<file path="config.mk">
export PLATFORM = sky130hd
export DESIGN_NAME = waypoint_follower_step
export DESIGN_NICKNAME = d
export VERILOG_FILES = /design/src/hdl/wpf_pkg.sv /design/src/hdl/wpf_length.sv /design/src/hdl/wpf_scale.sv /design/src/hdl/waypoint_follower_step.sv
export SDC_FILE = /design/constraint.sdc
export NUM_CORES = 2
export LEC_CHECK = 0
export ABC_AREA = 0
export ABC_CLOCK_PERIOD_IN_PS = 5300
export BUFFER_PORTS_ARGS = -buffer_cell sky130_fd_sc_hd__buf_2
export CORE_AREA = 2 2 325 648
export DETAILED_ROUTE_END_ITERATION = 16
export DIE_AREA = 0 0 327 650
export GPL_ROUTABILITY_DRIVEN = 0
export PLACE_DENSITY = 0.6
export SETUP_SLACK_MARGIN = 0.02
export SLEW_MARGIN = 10
export SYNTH_ARGS = -nofsm -noshare
export SYNTH_HDL_FRONTEND = slang
export SYNTH_HIERARCHICAL = 1
export SYNTH_SLANG_ARGS = --single-unit
</file>
<file path="constraint.sdc">
create_clock -name i_clk -period 5.3 [get_ports i_clk]
set_input_delay 1.06 -clock i_clk [delete_from_list [all_inputs] [get_ports i_clk]]
set_output_delay 1.06 -clock i_clk [all_outputs]
set_load 0.01 [all_outputs]
</file>
<file path="src/hdl/wpf_pkg.sv">
// ----------------------------------------------------------------------------
// wpf_pkg
// Shared widths, codes and types of the waypoint follower.
// ----------------------------------------------------------------------------
package wpf_pkg;

    // block sizing
    localparam int QUEUE_DEPTH  = 16;
    localparam int COORD_WIDTH  = 24;

    // fixed field widths
    localparam int SPEED_WIDTH  = 16;
    localparam int LEFT_WIDTH   = 5;
    localparam int CMD_WIDTH    = 2;
    localparam int STATUS_WIDTH = 2;

    // derived widths
    localparam int QIDX_WIDTH   = (QUEUE_DEPTH > 1) ? $clog2(QUEUE_DEPTH) : 1;
    localparam int QCNT_WIDTH   = $clog2(QUEUE_DEPTH + 1);
    localparam int QSUM_WIDTH   = QIDX_WIDTH + 1;
    localparam int MAG_WIDTH    = COORD_WIDTH + 1;
    localparam int SQ_WIDTH     = 2 * MAG_WIDTH;
    localparam int ROOT_WIDTH   = MAG_WIDTH;
    localparam int PROD_WIDTH   = MAG_WIDTH + SPEED_WIDTH;
    localparam int LCNT_WIDTH   = $clog2(MAG_WIDTH);
    localparam int SCNT_WIDTH   = $clog2(SPEED_WIDTH);

    localparam logic [SPEED_WIDTH-1:0] SPEED_RESET = SPEED_WIDTH'(256);

    // command codes
    localparam logic [CMD_WIDTH-1:0] CMD_TICK = 2'd0;
    localparam logic [CMD_WIDTH-1:0] CMD_PUSH = 2'd1;
    localparam logic [CMD_WIDTH-1:0] CMD_SET  = 2'd2;

    // status codes
    localparam logic [STATUS_WIDTH-1:0] ST_OK    = 2'd0;
    localparam logic [STATUS_WIDTH-1:0] ST_FULL  = 2'd1;
    localparam logic [STATUS_WIDTH-1:0] ST_EMPTY = 2'd2;

    // one queued waypoint
    typedef struct packed {
        logic signed [COORD_WIDTH-1:0] x;
        logic signed [COORD_WIDTH-1:0] y;
    } t_point;

    // sequencer controls for a scaling unit
    typedef struct packed {
        logic mul_start;
        logic div_start;
    } t_scale_ctl;

endpackage

</file>
<file path="src/hdl/wpf_length.sv">
// ----------------------------------------------------------------------------
// wpf_length
// Vector length: serial sum of squares, then a bit-per-cycle integer root.
// ----------------------------------------------------------------------------
module wpf_length (
    input  logic                                i_clk,
    input  logic                                i_rst_n,
    input  logic                                i_start,
    input  logic [wpf_pkg::MAG_WIDTH-1:0]       i_mag_x,
    input  logic [wpf_pkg::MAG_WIDTH-1:0]       i_mag_y,
    output logic                                o_done,
    output logic [wpf_pkg::ROOT_WIDTH-1:0]      o_len
);

    localparam int DW = wpf_pkg::MAG_WIDTH;
    localparam int SW = wpf_pkg::SQ_WIDTH;
    localparam int RW = wpf_pkg::ROOT_WIDTH;
    localparam int CW = wpf_pkg::LCNT_WIDTH;

    typedef enum logic [2:0] {
        LS_IDLE = 3'b001,
        LS_SQ   = 3'b010,
        LS_RT   = 3'b100
    } t_len_state;

    t_len_state    r_state, n_state;
    logic [CW-1:0] r_cnt, n_cnt;
    logic [DW-1:0] r_mx, n_mx, r_my, n_my;
    logic [DW-1:0] r_bx, n_bx, r_by, n_by;
    logic [SW-1:0] r_acc, n_acc;
    logic [RW+1:0] r_rem, n_rem;
    logic [RW-1:0] r_root, n_root;
    logic          r_done, n_done;

    logic [RW+3:0] w_cur, w_trial, w_diff;

    // one root step: bring down two radicand bits and try the next root bit
    assign w_cur   = {r_rem, r_acc[SW-1 -: 2]};
    assign w_trial = {2'b00, r_root, 2'b01};
    assign w_diff  = w_cur - w_trial;

    // sequencer and datapath
    always_comb begin
        n_state = r_state;
        n_cnt   = r_cnt;
        n_mx    = r_mx;
        n_my    = r_my;
        n_bx    = r_bx;
        n_by    = r_by;
        n_acc   = r_acc;
        n_rem   = r_rem;
        n_root  = r_root;
        n_done  = 1'b0;
        unique case (r_state)
            LS_IDLE: begin
                if (i_start) begin
                    n_mx    = i_mag_x;
                    n_my    = i_mag_y;
                    n_bx    = i_mag_x;
                    n_by    = i_mag_y;
                    n_acc   = '0;
                    n_cnt   = CW'(DW - 1);
                    n_state = LS_SQ;
                end
            end
            LS_SQ: begin
                // msb-first shift-add of both squares into one sum
                n_acc = (r_acc << 1)
                      + (r_bx[DW-1] ? SW'(r_mx) : '0)
                      + (r_by[DW-1] ? SW'(r_my) : '0);
                n_bx  = r_bx << 1;
                n_by  = r_by << 1;
                if (r_cnt == '0) begin
                    n_rem   = '0;
                    n_root  = '0;
                    n_cnt   = CW'(RW - 1);
                    n_state = LS_RT;
                end else begin
                    n_cnt = r_cnt - 1'b1;
                end
            end
            LS_RT: begin
                if (w_cur >= w_trial) begin
                    n_rem  = w_diff[RW+1:0];
                    n_root = {r_root[RW-2:0], 1'b1};
                end else begin
                    n_rem  = w_cur[RW+1:0];
                    n_root = {r_root[RW-2:0], 1'b0};
                end
                n_acc = r_acc << 2;
                if (r_cnt == '0) begin
                    n_done  = 1'b1;
                    n_state = LS_IDLE;
                end else begin
                    n_cnt = r_cnt - 1'b1;
                end
            end
            default: begin
                n_state = LS_IDLE;
            end
        endcase
    end

    // control registers
    always_ff @(posedge i_clk) begin
        if (!i_rst_n) begin
            r_state <= LS_IDLE;
            r_done  <= 1'b0;
        end else begin
            r_state <= n_state;
            r_done  <= n_done;
        end
    end

    // datapath registers
    always_ff @(posedge i_clk) begin
        r_cnt  <= n_cnt;
        r_mx   <= n_mx;
        r_my   <= n_my;
        r_bx   <= n_bx;
        r_by   <= n_by;
        r_acc  <= n_acc;
        r_rem  <= n_rem;
        r_root <= n_root;
    end

    assign o_done = r_done;
    assign o_len  = r_root;

endmodule

</file>
<file path="src/hdl/wpf_scale.sv">
// ----------------------------------------------------------------------------
// wpf_scale
// Per-axis step: serial magnitude times speed, then restoring divide by length.
// ----------------------------------------------------------------------------
module wpf_scale (
    input  logic                                i_clk,
    input  logic                                i_rst_n,
    input  wpf_pkg::t_scale_ctl                 i_ctl,
    input  logic [wpf_pkg::MAG_WIDTH-1:0]       i_mag,
    input  logic [wpf_pkg::SPEED_WIDTH-1:0]     i_speed,
    input  logic [wpf_pkg::ROOT_WIDTH-1:0]      i_len,
    output logic                                o_done,
    output logic [wpf_pkg::SPEED_WIDTH-1:0]     o_quot
);

    localparam int DW = wpf_pkg::MAG_WIDTH;
    localparam int QW = wpf_pkg::SPEED_WIDTH;
    localparam int RW = wpf_pkg::ROOT_WIDTH;
    localparam int PW = wpf_pkg::PROD_WIDTH;
    localparam int CW = wpf_pkg::SCNT_WIDTH;

    typedef enum logic [2:0] {
        SC_IDLE = 3'b001,
        SC_MUL  = 3'b010,
        SC_DIV  = 3'b100
    } t_scale_state;

    t_scale_state  r_state, n_state;
    logic [CW-1:0] r_cnt, n_cnt;
    logic [DW-1:0] r_mag, n_mag;
    logic [QW-1:0] r_sp, n_sp;
    logic [PW-1:0] r_prod, n_prod;
    logic [RW-1:0] r_rem, n_rem;
    logic [QW-1:0] r_quot, n_quot;
    logic          r_done, n_done;

    logic [RW:0]   w_try, w_sub;

    // divide step: shift in the next dividend bit and compare with the length
    assign w_try = {r_rem, r_quot[QW-1]};
    assign w_sub = w_try - {1'b0, i_len};

    // sequencer and datapath
    always_comb begin
        n_state = r_state;
        n_cnt   = r_cnt;
        n_mag   = r_mag;
        n_sp    = r_sp;
        n_prod  = r_prod;
        n_rem   = r_rem;
        n_quot  = r_quot;
        n_done  = 1'b0;
        unique case (r_state)
            SC_IDLE: begin
                if (i_ctl.mul_start) begin
                    n_mag   = i_mag;
                    n_sp    = i_speed;
                    n_prod  = '0;
                    n_cnt   = CW'(QW - 1);
                    n_state = SC_MUL;
                end else if (i_ctl.div_start) begin
                    // magnitude never exceeds the length, so the upper part is below it
                    n_rem   = RW'(r_prod >> QW);
                    n_quot  = r_prod[QW-1:0];
                    n_cnt   = CW'(QW - 1);
                    n_state = SC_DIV;
                end
            end
            SC_MUL: begin
                n_prod = (r_prod << 1) + (r_sp[QW-1] ? PW'(r_mag) : '0);
                n_sp   = r_sp << 1;
                if (r_cnt == '0) begin
                    n_state = SC_IDLE;
                end else begin
                    n_cnt = r_cnt - 1'b1;
                end
            end
            SC_DIV: begin
                if (w_try >= {1'b0, i_len}) begin
                    n_rem  = w_sub[RW-1:0];
                    n_quot = {r_quot[QW-2:0], 1'b1};
                end else begin
                    n_rem  = w_try[RW-1:0];
                    n_quot = {r_quot[QW-2:0], 1'b0};
                end
                if (r_cnt == '0) begin
                    n_done  = 1'b1;
                    n_state = SC_IDLE;
                end else begin
                    n_cnt = r_cnt - 1'b1;
                end
            end
            default: begin
                n_state = SC_IDLE;
            end
        endcase
    end

    // control registers
    always_ff @(posedge i_clk) begin
        if (!i_rst_n) begin
            r_state <= SC_IDLE;
            r_done  <= 1'b0;
        end else begin
            r_state <= n_state;
            r_done  <= n_done;
        end
    end

    // datapath registers
    always_ff @(posedge i_clk) begin
        r_cnt  <= n_cnt;
        r_mag  <= n_mag;
        r_sp   <= n_sp;
        r_prod <= n_prod;
        r_rem  <= n_rem;
        r_quot <= n_quot;
    end

    assign o_done = r_done;
    assign o_quot = r_quot;

endmodule

</file>
<file path="src/hdl/waypoint_follower_step.sv">
// ----------------------------------------------------------------------------
// waypoint_follower_step
// Moves a point at constant speed along a queue of waypoints.
// ----------------------------------------------------------------------------
// Input channel (i_in_valid / o_in_ready) carries one command beat: tick,
// push waypoint or set position, with the coordinates for the last two.
// Every command beat produces exactly one result beat on the output channel
// (o_out_valid / i_out_ready): position, queue fill, reached flag, status.
// The config channel (i_cfg_valid / o_cfg_ready) writes move_speed and is
// always ready; write it only while no command is in flight.
// Push, set, unused command and a tick on an empty queue go straight to the
// finish state, which loads the output register. A tick on a non-empty queue
// runs the 25-step sum of squares and the 25-step root in the length unit;
// when it moves instead of snapping to the waypoint, it then adds the
// 16-step divide in the two per-axis scaling units.
// One command is in flight at a time; a new input beat is taken while the
// previous result still sits in the output register.
// If the receiver stalls, the finished result waits until the output
// register frees and input stays blocked meanwhile.
// Reset puts the point at the origin, empties the queue, sets speed to
// 256 and drops any pending result. Queue storage is not cleared.
// ----------------------------------------------------------------------------
module waypoint_follower_step (
    input  logic                                    i_clk,
    input  logic                                    i_rst_n,
    // command channel
    input  logic                                    i_in_valid,
    output logic                                    o_in_ready,
    input  logic [wpf_pkg::CMD_WIDTH-1:0]           i_command,
    input  logic signed [wpf_pkg::COORD_WIDTH-1:0]  i_coord_x,
    input  logic signed [wpf_pkg::COORD_WIDTH-1:0]  i_coord_y,
    // result channel
    output logic                                    o_out_valid,
    input  logic                                    i_out_ready,
    output logic signed [wpf_pkg::COORD_WIDTH-1:0]  o_pos_x,
    output logic signed [wpf_pkg::COORD_WIDTH-1:0]  o_pos_y,
    output logic [wpf_pkg::LEFT_WIDTH-1:0]          o_waypoints_left,
    output logic                                    o_reached,
    output logic [wpf_pkg::STATUS_WIDTH-1:0]        o_status,
    // config channel
    input  logic                                    i_cfg_valid,
    output logic                                    o_cfg_ready,
    input  logic [wpf_pkg::SPEED_WIDTH-1:0]         i_cfg_move_speed
);

    localparam int XW = wpf_pkg::COORD_WIDTH;
    localparam int DW = wpf_pkg::MAG_WIDTH;
    localparam int RW = wpf_pkg::ROOT_WIDTH;
    localparam int QW = wpf_pkg::SPEED_WIDTH;
    localparam int IW = wpf_pkg::QIDX_WIDTH;
    localparam int NW = wpf_pkg::QCNT_WIDTH;
    localparam int AW = wpf_pkg::QSUM_WIDTH;
    localparam int LW = wpf_pkg::LEFT_WIDTH;
    localparam int TW = wpf_pkg::STATUS_WIDTH;

    typedef enum logic [4:0] {
        S_IDLE = 5'b00001,
        S_READ = 5'b00010,
        S_LEN  = 5'b00100,
        S_DIV  = 5'b01000,
        S_FIN  = 5'b10000
    } t_state;

    // waypoint queue storage
    wpf_pkg::t_point r_queue [wpf_pkg::QUEUE_DEPTH];
    wpf_pkg::t_point r_rd;

    t_state                 r_state, n_state;
    logic [IW-1:0]          r_head, n_head;
    logic [NW-1:0]          r_count, n_count;
    logic signed [XW-1:0]   r_pos_x, n_pos_x, r_pos_y, n_pos_y;
    logic [QW-1:0]          r_speed, n_speed;
    logic                   r_neg_x, n_neg_x, r_neg_y, n_neg_y;
    logic                   r_reached, n_reached;
    logic [TW-1:0]          r_status, n_status;
    logic                   r_out_valid, n_out_valid;
    logic signed [XW-1:0]   r_out_x, n_out_x, r_out_y, n_out_y;
    logic [LW-1:0]          r_out_left, n_out_left;
    logic                   r_out_reached, n_out_reached;
    logic [TW-1:0]          r_out_status, n_out_status;

    logic                   w_accept;
    logic                   w_wr_en, w_rd_en;
    logic [AW-1:0]          w_sum, w_slot_sum, w_head_inc;
    logic [IW-1:0]          w_slot, w_head_next;
    logic signed [XW:0]     w_dx, w_dy;
    logic [DW-1:0]          w_mag_x, w_mag_y;
    logic                   w_len_done;
    logic [RW-1:0]          w_len;
    logic                   w_snap;
    wpf_pkg::t_scale_ctl    w_ctl;
    logic                   w_qx_done, w_qy_done;
    logic [QW-1:0]          w_qx, w_qy;

    assign o_in_ready  = (r_state == S_IDLE);
    assign o_cfg_ready = 1'b1;
    assign w_accept    = i_in_valid && o_in_ready;

    // tail slot and next head, wrapped into the queue depth
    assign w_sum       = AW'(r_head) + AW'(r_count);
    assign w_slot_sum  = (w_sum >= AW'(wpf_pkg::QUEUE_DEPTH))
                       ? w_sum - AW'(wpf_pkg::QUEUE_DEPTH) : w_sum;
    assign w_slot      = w_slot_sum[IW-1:0];
    assign w_head_inc  = AW'(r_head) + 1'b1;
    assign w_head_next = (w_head_inc >= AW'(wpf_pkg::QUEUE_DEPTH))
                       ? '0 : w_head_inc[IW-1:0];

    // heading to the front waypoint
    assign w_dx    = {r_rd.x[XW-1], r_rd.x} - {r_pos_x[XW-1], r_pos_x};
    assign w_dy    = {r_rd.y[XW-1], r_rd.y} - {r_pos_y[XW-1], r_pos_y};
    assign w_mag_x = w_dx[XW] ? DW'(-w_dx) : DW'(w_dx);
    assign w_mag_y = w_dy[XW] ? DW'(-w_dy) : DW'(w_dy);

    assign w_snap = ((RW + QW)'(r_speed) >= (RW + QW)'(w_len));

    // start both products with the length, divide once the length is known and the point does not snap
    assign w_ctl.mul_start = (r_state == S_READ);
    assign w_ctl.div_start = (r_state == S_LEN) && w_len_done && !w_snap;

    wpf_length u_length (
        .i_clk   (i_clk),
        .i_rst_n (i_rst_n),
        .i_start (r_state == S_READ),
        .i_mag_x (w_mag_x),
        .i_mag_y (w_mag_y),
        .o_done  (w_len_done),
        .o_len   (w_len)
    );

    wpf_scale u_scale_x (
        .i_clk   (i_clk),
        .i_rst_n (i_rst_n),
        .i_ctl   (w_ctl),
        .i_mag   (w_mag_x),
        .i_speed (r_speed),
        .i_len   (w_len),
        .o_done  (w_qx_done),
        .o_quot  (w_qx)
    );

    wpf_scale u_scale_y (
        .i_clk   (i_clk),
        .i_rst_n (i_rst_n),
        .i_ctl   (w_ctl),
        .i_mag   (w_mag_y),
        .i_speed (r_speed),
        .i_len   (w_len),
        .o_done  (w_qy_done),
        .o_quot  (w_qy)
    );

    // command sequencer
    always_comb begin
        n_state       = r_state;
        n_head        = r_head;
        n_count       = r_count;
        n_pos_x       = r_pos_x;
        n_pos_y       = r_pos_y;
        n_speed       = r_speed;
        n_neg_x       = r_neg_x;
        n_neg_y       = r_neg_y;
        n_reached     = r_reached;
        n_status      = r_status;
        n_out_valid   = r_out_valid;
        n_out_x       = r_out_x;
        n_out_y       = r_out_y;
        n_out_left    = r_out_left;
        n_out_reached = r_out_reached;
        n_out_status  = r_out_status;
        w_wr_en       = 1'b0;
        w_rd_en       = 1'b0;

        if (i_cfg_valid) begin
            n_speed = i_cfg_move_speed;
        end

        // result beat taken downstream
        if (r_out_valid && i_out_ready) begin
            n_out_valid = 1'b0;
        end

        unique case (r_state)
            S_IDLE: begin
                if (w_accept) begin
                    n_reached = 1'b0;
                    n_status  = wpf_pkg::ST_OK;
                    n_state   = S_FIN;
                    unique case (i_command)
                        wpf_pkg::CMD_TICK: begin
                            if (r_count == '0) begin
                                n_status = wpf_pkg::ST_EMPTY;
                            end else begin
                                w_rd_en = 1'b1;
                                n_state = S_READ;
                            end
                        end
                        wpf_pkg::CMD_PUSH: begin
                            if (r_count == NW'(wpf_pkg::QUEUE_DEPTH)) begin
                                n_status = wpf_pkg::ST_FULL;
                            end else begin
                                w_wr_en = 1'b1;
                                n_count = r_count + 1'b1;
                            end
                        end
                        wpf_pkg::CMD_SET: begin
                            n_pos_x = i_coord_x;
                            n_pos_y = i_coord_y;
                        end
                        default: begin
                            n_state = S_FIN;
                        end
                    endcase
                end
            end
            S_READ: begin
                n_neg_x = w_dx[XW];
                n_neg_y = w_dy[XW];
                n_state = S_LEN;
            end
            S_LEN: begin
                if (w_len_done) begin
                    if (w_snap) begin
                        n_pos_x   = r_rd.x;
                        n_pos_y   = r_rd.y;
                        n_head    = w_head_next;
                        n_count   = r_count - 1'b1;
                        n_reached = 1'b1;
                        n_state   = S_FIN;
                    end else begin
                        n_state = S_DIV;
                    end
                end
            end
            S_DIV: begin
                // step wraps into the coordinate width
                if (w_qx_done) begin
                    n_pos_x = r_neg_x ? r_pos_x - XW'(w_qx) : r_pos_x + XW'(w_qx);
                    n_pos_y = r_neg_y ? r_pos_y - XW'(w_qy) : r_pos_y + XW'(w_qy);
                    n_state = S_FIN;
                end
            end
            S_FIN: begin
                if (!r_out_valid || i_out_ready) begin
                    n_out_valid   = 1'b1;
                    n_out_x       = r_pos_x;
                    n_out_y       = r_pos_y;
                    n_out_left    = LW'(r_count);
                    n_out_reached = r_reached;
                    n_out_status  = r_status;
                    n_state       = S_IDLE;
                end
            end
            default: begin
                n_state = S_IDLE;
            end
        endcase
    end

    // queue memory: one write port, one registered read port
    always_ff @(posedge i_clk) begin
        if (w_wr_en) begin
            r_queue[w_slot] <= '{x: i_coord_x, y: i_coord_y};
        end
        if (w_rd_en) begin
            r_rd <= r_queue[r_head];
        end
    end

    // control registers
    always_ff @(posedge i_clk) begin
        if (!i_rst_n) begin
            r_state     <= S_IDLE;
            r_head      <= '0;
            r_count     <= '0;
            r_pos_x     <= '0;
            r_pos_y     <= '0;
            r_speed     <= wpf_pkg::SPEED_RESET;
            r_out_valid <= 1'b0;
        end else begin
            r_state     <= n_state;
            r_head      <= n_head;
            r_count     <= n_count;
            r_pos_x     <= n_pos_x;
            r_pos_y     <= n_pos_y;
            r_speed     <= n_speed;
            r_out_valid <= n_out_valid;
        end
    end

    // payload registers
    always_ff @(posedge i_clk) begin
        r_neg_x       <= n_neg_x;
        r_neg_y       <= n_neg_y;
        r_reached     <= n_reached;
        r_status      <= n_status;
        r_out_x       <= n_out_x;
        r_out_y       <= n_out_y;
        r_out_left    <= n_out_left;
        r_out_reached <= n_out_reached;
        r_out_status  <= n_out_status;
    end

    assign o_out_valid      = r_out_valid;
    assign o_pos_x          = r_out_x;
    assign o_pos_y          = r_out_y;
    assign o_waypoints_left = r_out_left;
    assign o_reached        = r_out_reached;
    assign o_status         = r_out_status;

    // queue fill never exceeds its depth
    a_count_bound: assert property (@(posedge i_clk) disable iff (!i_rst_n)
        r_count <= NW'(wpf_pkg::QUEUE_DEPTH))
        else $error("queue count above depth");

    // a snap result always reports ok
    a_reached_ok: assert property (@(posedge i_clk) disable iff (!i_rst_n)
        o_out_valid && o_reached |-> o_status == wpf_pkg::ST_OK)
        else $error("reached with non-ok status");

    // an empty tick reports an empty queue
    a_empty_zero: assert property (@(posedge i_clk) disable iff (!i_rst_n)
        o_out_valid && (o_status == wpf_pkg::ST_EMPTY) |-> o_waypoints_left == '0)
        else $error("empty status with queued waypoints");

    // a partial step never exceeds the speed on either axis
    a_quot_below_speed: assert property (@(posedge i_clk) disable iff (!i_rst_n)
        w_qx_done |-> (w_qx <= r_speed) && (w_qy <= r_speed) && w_qy_done)
        else $error("step quotient above speed");

    // the length unit only finishes while the sequencer waits for it
    a_len_in_seq: assert property (@(posedge i_clk) disable iff (!i_rst_n)
        w_len_done |-> r_state == S_LEN)
        else $error("length done outside length wait");

endmodule
</file>
==> results.py <==
metrics = {
    "synth": {
        "syn_nets": 5986,
        "yosys_warnings": 6,
        "syn_area_um2": 72200,
        "netlist_instances": 5603,
        "avgSynthCellArea_um2": 12.9,
    },
    "floorplanning": {
        "rows": 237,
        "initial_core_util_pct": 34.7,
        "io_pins": 130,
        "die_w_um": 327,
        "core_area_um2": 208000,
        "die_area_um2": 213000,
        "die_y_um": 650,
    },
    "critical_path": {
        "max_stage_delay_ps": 1080,
        "critPathSlowestCell": "o21ai_0",
        "start_kind": "flop",
        "cp-end-kind": "flop",
        "cp_cell_sequence": "inv_1 -> ha_1 -> o21ai_0 -> o21ai_1 -> a31oi_1 -> o31ai_2 -> a41o_1 -> nand3_1 -> a22oi_2 -> inv_1 -> o21ai_0",
        "critPathBufInv": 2,
        "crit_required_ps": 5630,
        "cp_max_fo": 11,
        "critPathKind": "reg -> reg",
        "critPathTopFamily": "compound AO/OA/AOI/OAI gates",
        "arrival_ps": 4990,
    },
    "timing": {
        "rsz0062_at_grt": "no",
        "setup_viol": 0,
        "fmax_mhz": 214,
        "timing.final.crit_share_pct": 88.0,
        "skew_ps": 62.9,
        "tightest_slew_ps": 1330,
        "fin_hold_ws_ps": 426,
        "relSlewSlack_pct": 10.5,
        "fin_setup_tns_ps": 0,
        "drv_slew": 0,
        "hold_viol_final": 0,
        "fin_crit_ps": 4660,
    },
    "clock_tree": {
        "cts-buffers-inserted": 116,
        "cts_resized": 0,
        "htree_levels": 3,
        "clk_latency_ps": 770,
        "cts_sinks": 1428,
        "cts_tree": "built",
        "clock-root-buffer": "clkbuf_16",
        "postCtsSetupBuffers": 0,
        "clk_pin_slew_ps": 80,
        "clockBufferDepth": 3,
        "hold_buffers": 0,
    },
    "detailed_routing": {
        "vias": 47000,
        "viasPerCell": 5.49,
        "wl_um": 206000,
        "route.antenna.remaining_nets": 0,
        "firstDrtPassIters": 6,
        "drt_iter0_drc": 3310,
        "wl_per_cell_um": 24.1,
        "drc_errors": 0,
    },
    "placed_design": {
        "detailed_place_hpwl_um": 146000,
        "port_buffers": 128,
        "dp_cells": 8326,
    },
    "layout": {
        "stdcell_count": 8554,
        "layout_common_cells": "edfxtp_1, nand2_1, nor2_1",
        "layout-drive-gt1-share_pct": 13.4,
        "fill_cells": 19513,
        "syn_to_final_growth_pct": 10.9,
        "layout_commonest_cell": "edfxtp_1",
        "final_nets": 6079,
    },
    "power_and_ir_drop": {
        "vdd_drop_max_mv": 0.318,
        "p_total_uw": 25000,
        "p_per_area_nw_per_um2": 312,
        "p_leak_uw": 0.0286,
    },
    "global_routing": {
        "use_met1_pct": 19.1,
        "overflow": 0,
        "grt_pass1_vias": 48472,
        "top_usage_layer": "met2",
        "antenna_found_initial": 21,
        "grt_pass1_wl_um": 304000,
        "grt_util_met2_pct": 36.4,
        "grt_max_degree": 103,
        "track_usage_pct": 19.0,
        "met3_usage_pct": 2.25,
    },
    "hold_path": {
        "min_path_type": "reg -> reg",
    },
    "flow_run": {
        "maxCapViolCount": 0,
    },
    "run_status": {
        "status": "complete, no violations",
    },
}
## flip-flops by register name, summed over array words and instances (netlist names), 27 cells and up
| signal | flops |
|---|---|
| u_length/r_acc | 50 |
| u_scale_x/r_prod | 41 |
| u_scale_y/r_prod | 41 |
| u_length/r_rem | 27 |
| r_queue | 768 |
| r_rd | 48 |
## metrics by stage
step	util [%]	cell area, µm²	worst slack, ps
CTS	38.5	80000	685
detailed placement	36.6	76200	745
floorplan	-	72200	958
global placement	36.6	76200	783
global route	38.5	80000	461
finish	38.5	80000	636
## worst paths after layout
path | start | to | slack, ps | depth (start not counted)
min | r_status[0]$_DFFE_PP_ | o_status[0]$_DFFE_PP_ | 430 | 0
max | r_pos_x[4]$_SDFFE_PN0P_ | u_scale_x/r_mag[1]$_DFFE_PP_ | 640 | 11
max reg2reg | r_pos_x[4]$_SDFFE_PN0P_ | u_scale_x/r_mag[1]$_DFFE_PP_ | 640 | 11
min reg2reg | r_status[0]$_DFFE_PP_ | o_status[0]$_DFFE_PP_ | 430 | 0
## power breakdown
group	leakage, µW	switching [µW]	internal [µW]
clock	0.00186	4220	4610
combinational	0.0138	2090	1060
sequential	0.0130	218	12800
total	0.0286	6530	18400
## layout make-up
cell class / count / area (µm²) / share of cell area [%]
antenna: 9 / 22.5 / 0.0281
clock buffer: 154 / 3220 / 4.02
clock inverter: 65 / 606 / 0.757
inverter: 248 / 933 / 1.17
multi-input combinational: 3693 / 28400 / 35.5
sequential: 1428 / 42000 / 52.5
tap: 2748 / 3440 / 4.30
timing repair buffer: 209 / 1360 / 1.70
## layer usage
layer | wire, µm | vias up
met5 | 69 | -
met4 | 14500 | 12
met3 | 8120 | 489
met2 | 113000 | 1353
met1 | 70000 | 23745
li1 | - | 21401
Power figures use the tool's default switching activity.
